===== src/rtl/core/ccrgb_pkg.sv =====
// shared types, codes and constants of the crop and rgb888 conversion block
`default_nettype none

package ccrgb_pkg;

    localparam int DIM_W   = 13;
    localparam int CNT_W   = 12;
    localparam int MAX_DIM = 4096;
    localparam int CALC_W  = 20;
    localparam int FIFO_DEPTH_DEF = 4;

    localparam logic [2:0] REG_FRAME_WIDTH  = 3'd0;
    localparam logic [2:0] REG_FRAME_HEIGHT = 3'd1;
    localparam logic [2:0] REG_CROP_LEFT    = 3'd2;
    localparam logic [2:0] REG_CROP_TOP     = 3'd3;
    localparam logic [2:0] REG_CROP_RIGHT   = 3'd4;
    localparam logic [2:0] REG_CROP_BOTTOM  = 3'd5;
    localparam logic [2:0] REG_PIXEL_FORMAT = 3'd6;

    typedef enum logic [1:0] {
        FMT_RGB  = 2'd0,
        FMT_BGRA = 2'd1,
        FMT_YUV  = 2'd2,
        FMT_GRAY = 2'd3
    } t_ccrgb_fmt;

    typedef logic signed [CALC_W-1:0] t_calc;

    localparam t_calc K_Y   = 20'sd298;
    localparam t_calc K_RV  = 20'sd409;
    localparam t_calc K_GU  = 20'sd100;
    localparam t_calc K_GV  = 20'sd208;
    localparam t_calc K_BU  = 20'sd516;
    localparam t_calc K_RND = 20'sd128;
    localparam logic [7:0] Y_FLOOR = 8'd16;

    typedef struct packed {
        logic [DIM_W-1:0] frame_width;
        logic [DIM_W-1:0] frame_height;
        logic [CNT_W-1:0] crop_left;
        logic [CNT_W-1:0] crop_top;
        logic [DIM_W-1:0] crop_right;
        logic [DIM_W-1:0] crop_bottom;
        t_ccrgb_fmt       pixel_format;
    } t_ccrgb_cfg;

    // one pixel inside the window, waiting for conversion
    typedef struct packed {
        logic       last;
        t_ccrgb_fmt fmt;
        logic [7:0] a;
        logic [7:0] b;
        logic [7:0] c;
    } t_ccrgb_item;

endpackage

`default_nettype wire


===== src/rtl/core/ccrgb_front.sv =====
// front end: raster counters, crop window test and item classification
`default_nettype none

module ccrgb_front (
    input  wire                       i_clk,
    input  wire                       i_rst_n,
    input  ccrgb_pkg::t_ccrgb_cfg     i_cfg,
    input  wire                       i_valid,
    output logic                      o_ready,
    input  wire                       i_frame_start,
    input  wire  [7:0]                i_a,
    input  wire  [7:0]                i_b,
    input  wire  [7:0]                i_c,
    input  wire                       i_full,
    output logic                      o_push,
    output ccrgb_pkg::t_ccrgb_item    o_item
);
    import ccrgb_pkg::*;

    typedef struct packed {
        logic [DIM_W-1:0] lo;
        logic [DIM_W-1:0] hi;
    } t_span;

    function automatic logic [DIM_W-1:0] dim_limit(input logic [DIM_W-1:0] v);
        logic [DIM_W-1:0] r;
        r = v;
        if (v == '0) begin
            r = DIM_W'(1);
        end else if (v > DIM_W'(MAX_DIM)) begin
            r = DIM_W'(MAX_DIM);
        end
        return r;
    endfunction

    function automatic t_span span_of(input logic [DIM_W-1:0] size,
                                      input logic [DIM_W-1:0] lo_in,
                                      input logic [DIM_W-1:0] hi_in);
        t_span            s;
        logic [DIM_W-1:0] l1;
        l1 = (lo_in < size - 1'b1) ? lo_in : size - 1'b1;
        s.hi = hi_in;
        if (s.hi < l1 + 1'b1) begin
            s.hi = l1 + 1'b1;
        end
        if (s.hi > size) begin
            s.hi = size;
        end
        s.lo = l1;
        return s;
    endfunction

    logic [CNT_W-1:0] r_col, n_col;
    logic [CNT_W-1:0] r_row, n_row;
    logic [DIM_W-1:0] w, h, col1, row1;
    logic [CNT_W-1:0] col0, row0;
    t_span            sx, sy;
    logic             in_win, accept;

    always_comb begin
        w  = dim_limit(i_cfg.frame_width);
        h  = dim_limit(i_cfg.frame_height);
        sx = span_of(w, {1'b0, i_cfg.crop_left}, i_cfg.crop_right);
        sy = span_of(h, {1'b0, i_cfg.crop_top}, i_cfg.crop_bottom);

        // a frame start puts this item at column 0, row 0
        col0 = i_frame_start ? '0 : r_col;
        row0 = i_frame_start ? '0 : r_row;
        col1 = {1'b0, col0} + 1'b1;
        row1 = {1'b0, row0} + 1'b1;

        in_win = ({1'b0, col0} >= sx.lo) && ({1'b0, col0} < sx.hi) &&
                 ({1'b0, row0} >= sy.lo) && ({1'b0, row0} < sy.hi);

        o_ready = !i_full;
        accept  = i_valid && o_ready;
        o_push  = accept && in_win;

        o_item.last = (col1 == sx.hi) && (row1 == sy.hi);
        o_item.fmt  = i_cfg.pixel_format;
        o_item.a    = i_a;
        o_item.b    = i_b;
        o_item.c    = i_c;

        n_col = r_col;
        n_row = r_row;
        if (accept) begin
            if (col1 >= w) begin
                n_col = '0;
                n_row = (row1 >= h) ? '0 : row1[CNT_W-1:0];
            end else begin
                n_col = col1[CNT_W-1:0];
                n_row = row0;
            end
        end
    end

    always_ff @(posedge i_clk) begin
        if (!i_rst_n) begin
            r_col <= '0;
            r_row <= '0;
        end else begin
            r_col <= n_col;
            r_row <= n_row;
        end
    end

endmodule

`default_nettype wire


===== src/rtl/core/ccrgb_fifo.sv =====
// short item queue between the front end and the conversion pipeline
`default_nettype none

module ccrgb_fifo #(
    parameter int DEPTH = ccrgb_pkg::FIFO_DEPTH_DEF
) (
    input  wire                       i_clk,
    input  wire                       i_rst_n,
    input  wire                       i_push,
    input  ccrgb_pkg::t_ccrgb_item    i_item,
    input  wire                       i_pop,
    output ccrgb_pkg::t_ccrgb_item    o_item,
    output logic                      o_full,
    output logic                      o_empty
);
    import ccrgb_pkg::*;

    localparam int AW = (DEPTH > 1) ? $clog2(DEPTH) : 1;
    localparam int CW = $clog2(DEPTH + 1);

    t_ccrgb_item      r_mem [DEPTH];
    logic [AW-1:0]    r_wr_ptr, n_wr_ptr;
    logic [AW-1:0]    r_rd_ptr, n_rd_ptr;
    logic [CW-1:0]    r_count, n_count;

    always_comb begin
        o_full  = (r_count == CW'(DEPTH));
        o_empty = (r_count == '0);
        o_item  = r_mem[r_rd_ptr];

        n_wr_ptr = r_wr_ptr;
        n_rd_ptr = r_rd_ptr;
        if (i_push) begin
            n_wr_ptr = (r_wr_ptr == AW'(DEPTH - 1)) ? '0 : r_wr_ptr + 1'b1;
        end
        if (i_pop) begin
            n_rd_ptr = (r_rd_ptr == AW'(DEPTH - 1)) ? '0 : r_rd_ptr + 1'b1;
        end

        n_count = r_count;
        if (i_push && !i_pop) begin
            n_count = r_count + 1'b1;
        end else if (i_pop && !i_push) begin
            n_count = r_count - 1'b1;
        end
    end

    always_ff @(posedge i_clk) begin
        if (i_push) begin
            r_mem[r_wr_ptr] <= i_item;
        end
    end

    always_ff @(posedge i_clk) begin
        if (!i_rst_n) begin
            r_wr_ptr <= '0;
            r_rd_ptr <= '0;
            r_count  <= '0;
        end else begin
            r_wr_ptr <= n_wr_ptr;
            r_rd_ptr <= n_rd_ptr;
            r_count  <= n_count;
        end
    end

`ifndef SYNTHESIS
    a_no_overflow: assert property (@(posedge i_clk) disable iff (!i_rst_n)
        i_push |-> (r_count < CW'(DEPTH)))
        else $error("queue written while full");

    a_no_underflow: assert property (@(posedge i_clk) disable iff (!i_rst_n)
        i_pop |-> (r_count != '0))
        else $error("queue read while empty");

    a_count_step: assert property (@(posedge i_clk) disable iff (!i_rst_n)
        (i_push && !i_pop) |=> (r_count == $past(r_count) + 1'b1))
        else $error("queue fill count lost an item");
`endif

endmodule

`default_nettype wire


===== src/rtl/core/ccrgb_back.sv =====
// back end: two-stage colour conversion, product stage then output register
`default_nettype none

module ccrgb_back (
    input  wire                       i_clk,
    input  wire                       i_rst_n,
    input  wire                       i_empty,
    input  ccrgb_pkg::t_ccrgb_item    i_item,
    output logic                      o_pop,
    output logic                      o_valid,
    input  wire                       i_ready,
    output logic [7:0]                o_red,
    output logic [7:0]                o_green,
    output logic [7:0]                o_blue,
    output logic                      o_last
);
    import ccrgb_pkg::*;

    function automatic logic [7:0] clamp_byte(input t_calc v);
        logic [7:0] r;
        if (v < 0) begin
            r = 8'd0;
        end else if (v[CALC_W-1:8] > (CALC_W-8)'(255)) begin
            r = 8'd255;
        end else begin
            r = v[15:8];
        end
        return r;
    endfunction

    logic        advance;

    // stage 1: products
    logic        r_s1_valid;
    t_ccrgb_item r_s1_item;
    t_calc       r_py, r_prv, r_pgu, r_pgv, r_pbu;
    t_calc       n_py, n_prv, n_pgu, n_pgv, n_pbu;
    logic [7:0]  cy;
    t_calc       dd, ee;

    // stage 2: sums, clamp and format select
    logic        r_out_valid;
    logic [7:0]  r_red, r_green, r_blue;
    logic        r_last;
    logic [7:0]  n_red, n_green, n_blue;
    t_calc       sum_r, sum_g, sum_b;

    always_comb begin
        advance = !r_out_valid || i_ready;
        o_pop   = !i_empty && advance;

        cy = (i_item.a < Y_FLOOR) ? 8'd0 : i_item.a - Y_FLOOR;
        dd = t_calc'($signed({~i_item.b[7], i_item.b[6:0]}));
        ee = t_calc'($signed({~i_item.c[7], i_item.c[6:0]}));

        n_py  = t_calc'($signed({1'b0, cy})) * K_Y;
        n_prv = ee * K_RV;
        n_pgu = dd * K_GU;
        n_pgv = ee * K_GV;
        n_pbu = dd * K_BU;

        sum_r = r_py + r_prv + K_RND;
        sum_g = r_py - r_pgu - r_pgv + K_RND;
        sum_b = r_py + r_pbu + K_RND;

        case (r_s1_item.fmt)
            FMT_RGB: begin
                n_red   = r_s1_item.a;
                n_green = r_s1_item.b;
                n_blue  = r_s1_item.c;
            end
            FMT_BGRA: begin
                n_red   = r_s1_item.c;
                n_green = r_s1_item.b;
                n_blue  = r_s1_item.a;
            end
            FMT_YUV: begin
                n_red   = clamp_byte(sum_r);
                n_green = clamp_byte(sum_g);
                n_blue  = clamp_byte(sum_b);
            end
            FMT_GRAY: begin
                n_red   = r_s1_item.a;
                n_green = r_s1_item.a;
                n_blue  = r_s1_item.a;
            end
            default: begin
                n_red   = r_s1_item.a;
                n_green = r_s1_item.a;
                n_blue  = r_s1_item.a;
            end
        endcase

        o_valid = r_out_valid;
        o_red   = r_red;
        o_green = r_green;
        o_blue  = r_blue;
        o_last  = r_last;
    end

    always_ff @(posedge i_clk) begin
        if (advance) begin
            r_s1_item <= i_item;
            r_py      <= n_py;
            r_prv     <= n_prv;
            r_pgu     <= n_pgu;
            r_pgv     <= n_pgv;
            r_pbu     <= n_pbu;
            r_red     <= n_red;
            r_green   <= n_green;
            r_blue    <= n_blue;
            r_last    <= r_s1_item.last;
        end
    end

    always_ff @(posedge i_clk) begin
        if (!i_rst_n) begin
            r_s1_valid  <= 1'b0;
            r_out_valid <= 1'b0;
        end else if (advance) begin
            r_s1_valid  <= o_pop;
            r_out_valid <= r_s1_valid;
        end
    end

endmodule

`default_nettype wire


===== src/rtl/core/crop_and_convert_to_rgb888.sv =====
// Crop-and-convert pixel stream block, top level.
// The slave stream takes one source pixel per item in raster order; tuser
// flags the first pixel of a frame and clears the column and row counters.
// Only pixels inside the crop window leave on the master stream, as RGB888,
// with tlast on the window's final pixel. Other pixels are consumed silently.
// The APB port holds frame size, crop window and pixel format; write it only
// while no items are in flight.
// Throughput: one item per cycle, sustained, limited by the queue handshake.
// A windowed pixel passes through the queue slot, the product stage and the
// output register, in that order, before it appears on the master side.
// When the receiver stalls, the conversion pipeline holds and the queue of
// FIFO_DEPTH items keeps taking input until it fills; s_axis_tready then
// drops. Reset clears counters, queue and pipeline valids and loads the
// register reset values (640 x 480 frame, full-frame window, rgb888).
`default_nettype none

module crop_and_convert_to_rgb888 #(
    parameter int FIFO_DEPTH = ccrgb_pkg::FIFO_DEPTH_DEF
) (
    input  wire         i_clk,
    input  wire         i_rst_n,
    input  wire         s_axis_tvalid,
    output logic        s_axis_tready,
    input  wire  [23:0] s_axis_tdata,   // sample_a [7:0], sample_b [15:8], sample_c [23:16]
    input  wire         s_axis_tuser,   // frame_start
    output logic        m_axis_tvalid,
    input  wire         m_axis_tready,
    output logic [23:0] m_axis_tdata,   // red_out [7:0], green_out [15:8], blue_out [23:16]
    output logic        m_axis_tlast,   // window_last
    input  wire         psel,
    input  wire         penable,
    input  wire         pwrite,
    input  wire  [4:0]  paddr,
    input  wire  [31:0] pwdata,
    output logic [31:0] prdata,
    output logic        pready
);
    import ccrgb_pkg::*;

    t_ccrgb_cfg  r_cfg;
    logic [2:0]  reg_idx;
    logic        wr_en;
    logic        push, pop, full, empty;
    t_ccrgb_item push_item, pop_item;
    logic [7:0]  red, green, blue;

    assign pready  = 1'b1;
    assign reg_idx = paddr[4:2];
    assign wr_en   = psel && penable && pwrite && pready;

    always_ff @(posedge i_clk) begin
        if (!i_rst_n) begin
            r_cfg.frame_width  <= DIM_W'(640);
            r_cfg.frame_height <= DIM_W'(480);
            r_cfg.crop_left    <= '0;
            r_cfg.crop_top     <= '0;
            r_cfg.crop_right   <= DIM_W'(640);
            r_cfg.crop_bottom  <= DIM_W'(480);
            r_cfg.pixel_format <= FMT_RGB;
        end else if (wr_en) begin
            case (reg_idx)
                REG_FRAME_WIDTH:  r_cfg.frame_width  <= pwdata[DIM_W-1:0];
                REG_FRAME_HEIGHT: r_cfg.frame_height <= pwdata[DIM_W-1:0];
                REG_CROP_LEFT:    r_cfg.crop_left    <= pwdata[CNT_W-1:0];
                REG_CROP_TOP:     r_cfg.crop_top     <= pwdata[CNT_W-1:0];
                REG_CROP_RIGHT:   r_cfg.crop_right   <= pwdata[DIM_W-1:0];
                REG_CROP_BOTTOM:  r_cfg.crop_bottom  <= pwdata[DIM_W-1:0];
                REG_PIXEL_FORMAT: r_cfg.pixel_format <= t_ccrgb_fmt'(pwdata[1:0]);
                default: ;
            endcase
        end
    end

    always_comb begin
        case (reg_idx)
            REG_FRAME_WIDTH:  prdata = 32'(r_cfg.frame_width);
            REG_FRAME_HEIGHT: prdata = 32'(r_cfg.frame_height);
            REG_CROP_LEFT:    prdata = 32'(r_cfg.crop_left);
            REG_CROP_TOP:     prdata = 32'(r_cfg.crop_top);
            REG_CROP_RIGHT:   prdata = 32'(r_cfg.crop_right);
            REG_CROP_BOTTOM:  prdata = 32'(r_cfg.crop_bottom);
            REG_PIXEL_FORMAT: prdata = 32'(r_cfg.pixel_format);
            default:          prdata = '0;
        endcase
    end

    ccrgb_front u_front (
        .i_clk         (i_clk),
        .i_rst_n       (i_rst_n),
        .i_cfg         (r_cfg),
        .i_valid       (s_axis_tvalid),
        .o_ready       (s_axis_tready),
        .i_frame_start (s_axis_tuser),
        .i_a           (s_axis_tdata[7:0]),
        .i_b           (s_axis_tdata[15:8]),
        .i_c           (s_axis_tdata[23:16]),
        .i_full        (full),
        .o_push        (push),
        .o_item        (push_item)
    );

    ccrgb_fifo #(
        .DEPTH (FIFO_DEPTH)
    ) u_fifo (
        .i_clk   (i_clk),
        .i_rst_n (i_rst_n),
        .i_push  (push),
        .i_item  (push_item),
        .i_pop   (pop),
        .o_item  (pop_item),
        .o_full  (full),
        .o_empty (empty)
    );

    ccrgb_back u_back (
        .i_clk   (i_clk),
        .i_rst_n (i_rst_n),
        .i_empty (empty),
        .i_item  (pop_item),
        .o_pop   (pop),
        .o_valid (m_axis_tvalid),
        .i_ready (m_axis_tready),
        .o_red   (red),
        .o_green (green),
        .o_blue  (blue),
        .o_last  (m_axis_tlast)
    );

    assign m_axis_tdata = {blue, green, red};

endmodule

`default_nettype wire

===== config.mk =====
export PLATFORM = sky130hd
export DESIGN_NAME = crop_and_convert_to_rgb888
export DESIGN_NICKNAME = d
export VERILOG_FILES = /design/src/rtl/core/ccrgb_pkg.sv /design/src/rtl/core/ccrgb_front.sv /design/src/rtl/core/ccrgb_fifo.sv /design/src/rtl/core/ccrgb_back.sv /design/src/rtl/core/crop_and_convert_to_rgb888.sv
export SDC_FILE = /design/constraint.sdc
export NUM_CORES = 1
export LEC_CHECK = 0
export ABC_CLOCK_PERIOD_IN_PS = 29700
export BUFFER_PORTS_ARGS = -buffer_cell sky130_fd_sc_hd__buf_4
export CORE_ASPECT_RATIO = 0.5
export CORE_MARGIN = 10
export CORE_UTILIZATION = 40
export DETAILED_ROUTE_END_ITERATION = 7
export PLACE_DENSITY = 0.56
export SYNTH_ARGS = -nofsm -noshare
export SYNTH_HDL_FRONTEND = slang
export SYNTH_SLANG_ARGS = --single-unit

===== constraint.sdc =====
create_clock -name i_clk -period 29.7 [get_ports i_clk]
set_input_delay 1.485 -clock i_clk [delete_from_list [all_inputs] [get_ports i_clk]]
set_output_delay 1.485 -clock i_clk [all_outputs]
set_load 0.03 [all_outputs]

### Yosys cells after proc, flatten, opt, wreduce, memory -nomap -nowiden

Memories as Yosys holds them, arrays and structs flattened. A register that Yosys moved wholly into a read port is not among the register bits.
Cells that the tools add are included.

| storage, ports and cells | value |
|---|---|
| flip-flop bits (word level) | 254 |
| RAM bits | 108 |
| output and inout bits | 60 |
| memories | 1 |

Memory list:

| memory | depth | bits a word | rd ports | clocked after memory_dff | wr ports | line | text |
|---|---|---|---|---|---|---|---|
| u_fifo.r_mem | 4 | 27 | 1 | 1 | 1 | ccrgb_fifo.sv:21 | `t_ccrgb_item r_mem [DEPTH];` |

| cells by class | value |
|---|---|
| $add $sub $neg | 18 |
| multiply operators | 5 |
| magnitude comparators | 21 |
| equality and inequality tests | 14 |
| mux-type cells | 34 |
| bitwise gates (word level) | 2 |
| reduce and logical (&&, ||, !) cells | 33 |

Operators with widths:

| kind | count |
|---|---|
| 13-bit 2-to-1 mux | 10 |
| 13-bit case mux with 7 select lines | 1 |
| 8-bit case mux with 3 select lines | 3 |
| 20-bit by 9-bit adder with 20-bit output (second input constant) | 3 |
| 20-bit by 1-bit < comparator with 1-bit output (second input constant) | 3 |
| 12-bit 2-to-1 mux | 5 |
| 8-bit 2-to-1 mux | 7 |
| 12-bit by 13-bit < comparator with 1-bit output | 4 |
| 20-bit adder | 2 |
| 20-bit subtractor | 2 |
| 12-bit by 9-bit > comparator with 1-bit output (second input constant) | 3 |
| 12-bit by 1-bit adder with 13-bit output (second input constant) | 2 |
| 13-bit by 1-bit adder with 13-bit output (second input constant) | 2 |
| 13-bit equality test | 2 |
| 12-bit by 13-bit >= comparator with 1-bit output | 2 |
| 13-bit >= comparator | 2 |
| 13-bit > comparator | 2 |
| 13-bit > comparator (second input constant) | 2 |
| 13-bit logical NOT | 2 |
| 13-bit < comparator | 2 |
| 13-bit by 1-bit subtractor with 13-bit output (second input constant) | 2 |
| 8-bit by 10-bit multiplier with 18-bit output (second input constant) | 1 |
| 8-bit by 9-bit multiplier with 17-bit output (second input constant) | 1 |
| 8-bit by 8-bit multiplier with 16-bit output (second input constant) | 1 |
| 24 further kinds | 61 |

### Longest topological paths before layout

| logic depth | value |
|---|---|
| word-level depth | 20 |
| depth in mapped cells | 66 |

### By module

From an unflattened synthesis, not the netlist that was laid out.

| unflattened totals | value |
|---|---|
| cell total of the unflattened synthesis | 2809 |
| area total of the unflattened synthesis | 27995.6 µm² |

By module, submodules not included:

| module | instances | cells an instance | area each (µm²) | seq. area each (µm²) |
|---|---|---|---|---|
| ccrgb_back | 1 | 1006 | 10968.0 | 3493.4 |
| ccrgb_front | 1 | 1232 | 8906.0 | 480.5 |
| ccrgb_fifo | 1 | 185 | 4401.7 | 3423.3 |
| crop_and_convert_to_rgb888 | 1 | 386 | 3719.8 | 1561.5 |

### Worst setup path before layout

Ideal clock, no wire load.

| timing | value |
|---|---|
| kind | register -> register |
| start point | register r_cfg[70] in the netlist's numbering |
| end point | register u_fifo.r_count[2] |
| setup time | 0.070 ns |
| data arrival time | 12.253 ns |
| setup slack | 17.377 ns |
| cell stages (with the launch flop) | 63 |
| buffers on the path | 6 |
| clock period less this slack | 12.323 ns |
| path through | dfxtp_1 > clkbuf_1 > nor4_2 > a31oi_1 > nor2_1 > inv_1 > ha_1 > and2_1 > nor3_1 > ha_1 > nand2_1 > a21oi_1 > a221o_1 > a311o_1 > a21oi_4 > buf_4 > nand2_1 > o21ai_0 > [27 not listed] > ha_1 > nor2b_1 > o21ai_0 > nand2b_1 > a21oi_1 > nor2b_1 > o21ai_0 > a21oi_1 > o21ai_0 > o21a_1 > nand4_1 > nor3_2 > ha_1 > inv_1 > fa_1 > xor2_1 > or3_1 > a21oi_1 |

| between the ends | value |
|---|---|
| word-level cells in the longest chain between the ends | 19 |
| elaborated cells on any way between the ends | 23 |
| those cells by class | 2 x add/sub; 6 x order compare; 6 x mux; 9 x reduce/logical |

RTL lines:

| element | line | text |
|---|---|---|
| from (decl) | crop_and_convert_to_rgb888.sv:40 | `t_ccrgb_cfg r_cfg;` |
| 13-bit > comparator | ccrgb_front.sv:30 | `end else if (v > DIM_W'(MAX_DIM)) begin` |
| 13-bit 2-to-1 mux | ccrgb_front.sv:30 |  |
| 13-bit 2-to-1 mux * | ccrgb_front.sv:28 | `if (v == '0) begin` |
| 13-bit by 1-bit subtractor with 13-bit output | ccrgb_front.sv:41 | `l1 = (lo_in < size - 1'b1) ? lo_in : size - 1'b1;` |
| 12-bit by 13-bit < comparator with 1-bit output | ccrgb_front.sv:41 |  |
| 13-bit 2-to-1 mux | ccrgb_front.sv:41 |  |
| 13-bit by 1-bit adder with 13-bit output | ccrgb_front.sv:43, ccrgb_front.sv:44 |  |
| 13-bit < comparator | ccrgb_front.sv:43 | `if (s.hi < l1 + 1'b1) begin` |
| [3 not listed] | n/a |  |
| 12-bit by 13-bit < comparator with 1-bit output | ccrgb_front.sv:72 | `in_win = ({1'b0, col0} >= sx.lo) && ({1'b0, col0} < sx.hi) &&` |
| 1-bit logical AND * (2 in series) | ccrgb_front.sv:72 |  |
| 1-bit logical AND * | ccrgb_front.sv:73 | `({1'b0, row0} >= sy.lo) && ({1'b0, row0} < sy.hi);` |
| 1-bit logical AND * | ccrgb_front.sv:77 | `o_push = accept && in_win;` |
| net push | crop_and_convert_to_rgb888.sv:43 | `logic push, pop, full, empty;` |
| 1-bit logical NOT | ccrgb_fifo.sv:43 | `end else if (i_pop && !i_push) begin` |
| 1-bit logical AND | ccrgb_fifo.sv:43 |  |
| 2-bit nonzero test (no source line) | n/a |  |
| to (signal assigned) | ccrgb_fifo.sv:62 | `r_count <= n_count;` |
| to (decl) | ccrgb_fifo.sv:24 | `logic [CW-1:0] r_count, n_count;` |

Mark *: on every way through the listed nets, which the timed path passes. The rest lies on a longest branch.
A chain may end at the register's enable or synchronous reset.

### Final worst setup path

| timing | value |
|---|---|
| start point | register r_cfg[69] in the netlist's numbering |
| end point | register u_fifo.r_count[2] |

Same word-level chain as after synthesis.

==> flow_metrics.env <==
export IMPL_status="completed"
export IMPL_r2r_start="r_cfg[69]"
export IMPL_slew_violations=0
export IMPL_peakVddDrop_v=0.000144
export IMPL_wl_per_cell_um=20.0
export IMPL_drc_errors=0
export IMPL_synth_common_cells="ha_1, nand2_1, inv_1"
export IMPL_post_synth_top_count_cell="ha_1"
export IMPL_hp_class="register to register"
export IMPL_vias=20900
export IMPL_pwr_density_cell_mw_per_mm2=142
export IMPL_die_area_mm2=0.0793
export IMPL_netlist_area_leader_share_pct=24.7
export IMPL_chipHeight_um=204
export IMPL_finalHoldViolations=0
export IMPL_max_freq_mhz=59.6
export IMPL_cp_common_cell="ha_1"
export IMPL_viasPerCell=5.47
export IMPL_critPathKind="register to register"
export IMPL_syn_to_final_growth_pct=10.1
export IMPL_grt_pass1_vias=20300
export IMPL_portBuffers=87
export IMPL_cts_buffer_depth=3
export IMPL_final_period_utilization_pct=56.5
export IMPL_start_util_pct=40.5
export IMPL_final_util_pct=44.5
export IMPL_relSlewSlack_pct=17.5
export IMPL_synth_cell_types=89
export IMPL_synth_largest_area_cell="edfxtp_1"
export IMPL_period_minus_slack_ps=16790
export IMPL_ios=129
export IMPL_cts_root_buf="clkbuf_16"
export IMPL_finalSetupViolCount=0
export IMPL_core_area_mm2=0.0671
export IMPL_first_pass_iters=5
export IMPL_synth_edf_count=223
export IMPL_die_w_um=388
export IMPL_crit_slowest_cell="o41ai_2"
export IMPL_ys_flop_type="edfxtp_1"
export IMPL_gp_congestion=0.897
export IMPL_wl_um=76500
export IMPL_cts_buffers=36
export IMPL_start_kind="register"
export IMPL_r2r_setup_slack_ps=12910
export IMPL_dp_hpwl_um=59100
export IMPL_nNetsFinal=3419
export IMPL_finalSetupTns_ps=0
export IMPL_required_ps=30160
export IMPL_min_to="u_back.o_last"
export IMPL_ys_warn_count=0
export IMPL_grt_pass1_wl_um=119000
export IMPL_cts_hold_repair_buffers=0
export IMPL_cellLeakagePower_nw=12.7
export IMPL_whs_path_depth=0
export IMPL_cp_max_fo=35
export IMPL_syn_inst=2856
export IMPL_cts_tree="done"
export IMPL_htree_levels=2
export IMPL_pre_cts_ws_ps=13200
export IMPL_rows=67
export IMPL_clk_latency_ps=550
export IMPL_overflow=0
export IMPL_r2r_cells=57
export IMPL_netlist_area_mm2=0.0271
export IMPL_cts_resized_gates=0
export IMPL_skew_ps=21.7
export IMPL_ant_nets=0
export IMPL_crit_family="compound AO/OA/AOI/OAI gates"
export IMPL_tightest_slew_ps=1230
export IMPL_cp_end_kind="register"
export IMPL_yosysSeqAreaShare_pct=33.0
export IMPL_grt_use_total_pct=18.9
export IMPL_path_clk_slew_ps=60
export IMPL_hp_start="u_back.r_s1_item[26]"
export IMPL_drv_cap=0
export IMPL_avgSynthCellArea_um2=9.50
export IMPL_cts_setup_buffers=0
export IMPL_setup_ws_ps=12910
export IMPL_critical_path_buf_inv_count=4
export IMPL_arrival_ps=17250
export IMPL_synth_area_leaders="edfxtp_1, ha_1, dfxtp_1"
export IMPL_antenna_found_initial=1
export IMPL_grt_max_degree=88
export IMPL_clock_sinks=336
export IMPL_r2r_end="u_fifo.r_count[2]"
export IMPL_async_flop_share_pct=0
export IMPL_drt_iter0_markers=1693
export IMPL_layout_drive_gt1_share_pct=8.27
export IMPL_synth_seq_cells=336
export IMPL_cpPeakStageDelay_ps=970
export IMPL_rsz0062_at_grt="no"
[power by group]
part	total, mW	leakage (nW)	internal [mW]	switching, mW
combinational	2.89	9.01	1.29	1.60
clock	0.490	0.601	0.287	0.203
sequential	0.861	3.11	0.780	0.0810
[routing by layer]
metal	up-vias	part of all wire (%)	track usage, %	wire (um)
met5	-	0	0	0
met4	0	2.9	5.78	2190
met3	108	4.7	2.44	3570
met2	502	47	31.5	35700
met1	9935	46	25.5	35100
li1	10400	-	-	-
[state kept, by name, indices dropped and copies added, names as in the netlist, named ones only]
signal / flops
u_back.o_valid: 1
u_back.r_prv: 18
u_front.r_row: 12
u_back.o_last: 1
u_back.r_s1_item: 24
u_back.r_pgv: 11
u_fifo.r_rd_ptr: 2
u_back.o_blue: 8
r_cfg: 78
u_back.o_green: 8
u_back.r_s1_valid: 1
u_fifo.r_wr_ptr: 2
u_back.r_pgu: 11
u_fifo.r_count: 3
u_back.r_py: 16
u_back.o_red: 8
u_front.r_col: 12
u_fifo.r_mem: 108
u_back.r_pbu: 10
[placed cells by master (no fill, tap or decap), types with 20 or more instances in the layout]
master,count
a211oi_1,24
a21o_1,42
a21oi_1,239
buf_4,108
clkbuf_16,37
conb_1,20
dfxtp_1,112
edfxtp_1,223
fa_1,51
ha_1,401
inv_1,242
mux2i_1,53
mux4_2,29
nand2_1,260
nand2b_1,31
nand3_1,55
nand4_1,34
nor2_1,195
nor2b_1,60
nor3_1,54
o21a_1,33
o21ai_0,113
or3_1,25
xnor2_1,99
xor2_1,42
[cell families after synthesis]
| family | Yosys count | share of synthesized area [%] |
|---|---|---|
| DFF | 336 | 33.0 |
| and+or+nand+nor | 837 | 15.3 |
| AOI/OAI and AO/OA | 628 | 14.6 |
| buffers and inverters | 368 | 5.47 |
| other | 2 | 0.0277 |
| adders and majority gates | 452 | 22.3 |
| xor gates and xnor gates | 142 | 4.61 |
| muxes | 91 | 4.75 |
[cell type report]
cell class                 count  area (um2)
multi-input combinational   2170       16800
clock inverter                20         292
inverter                     246         926
tap                          897        1120
sequential                   336        8960
clock buffer                  45         966
fill                        6505       37200
timing repair buffer         108         811
antenna                        1        2.50
[worst max path at each step]
| stage | cells past startpoint | to | slack [ps] | startpoint |
|---|---|---|---|---|
| 2_1_floorplan | 62 | u_fifo.r_count[2] | 17380 | r_cfg[70] |
| 3_3_place_gp | 52 | u_fifo.r_mem[2][19] | 13310 | r_cfg[77] |
| 3_5_place_dp | 56 | u_fifo.r_count[2] | 13200 | r_cfg[77] |
| 4_1_cts | 56 | u_fifo.r_count[2] | 13140 | r_cfg[77] |
| 5_1_grt | 57 | u_fifo.r_count[2] | 11730 | r_cfg[69] |
| 6_report | 57 | u_fifo.r_count[2] | 12910 | r_cfg[69] |
[worst reg2reg max path, delay by kind of cell, from the launching register on]
| family | cells | cell delay, ps |
|---|---|---|
| multiplexers | 2 | 640 |
| XOR/XNOR | 2 | 260 |
| AO/OA/AOI/OAI | 24 | 6570 |
| buffers and inverters | 4 | 400 |
| flip-flops | 1 | 450 |
| adder cells (fa/ha/maj) | 8 | 2580 |
| AND/OR/NAND/NOR | 17 | 5840 |
[through the flow]
step	area (um2)	power, mW	hold WS, ps	cells
after floorplan	27200	3.12	400	2874
after global placement	28600	3.73	420	3757
after detailed placement	28600	3.77	413	3757
after CTS	29900	4.29	439	3822
after global routing	29900	4.75	444	3823
final	29900	4.24	435	3823
Note: power is estimated with default switching activity, not from simulation.
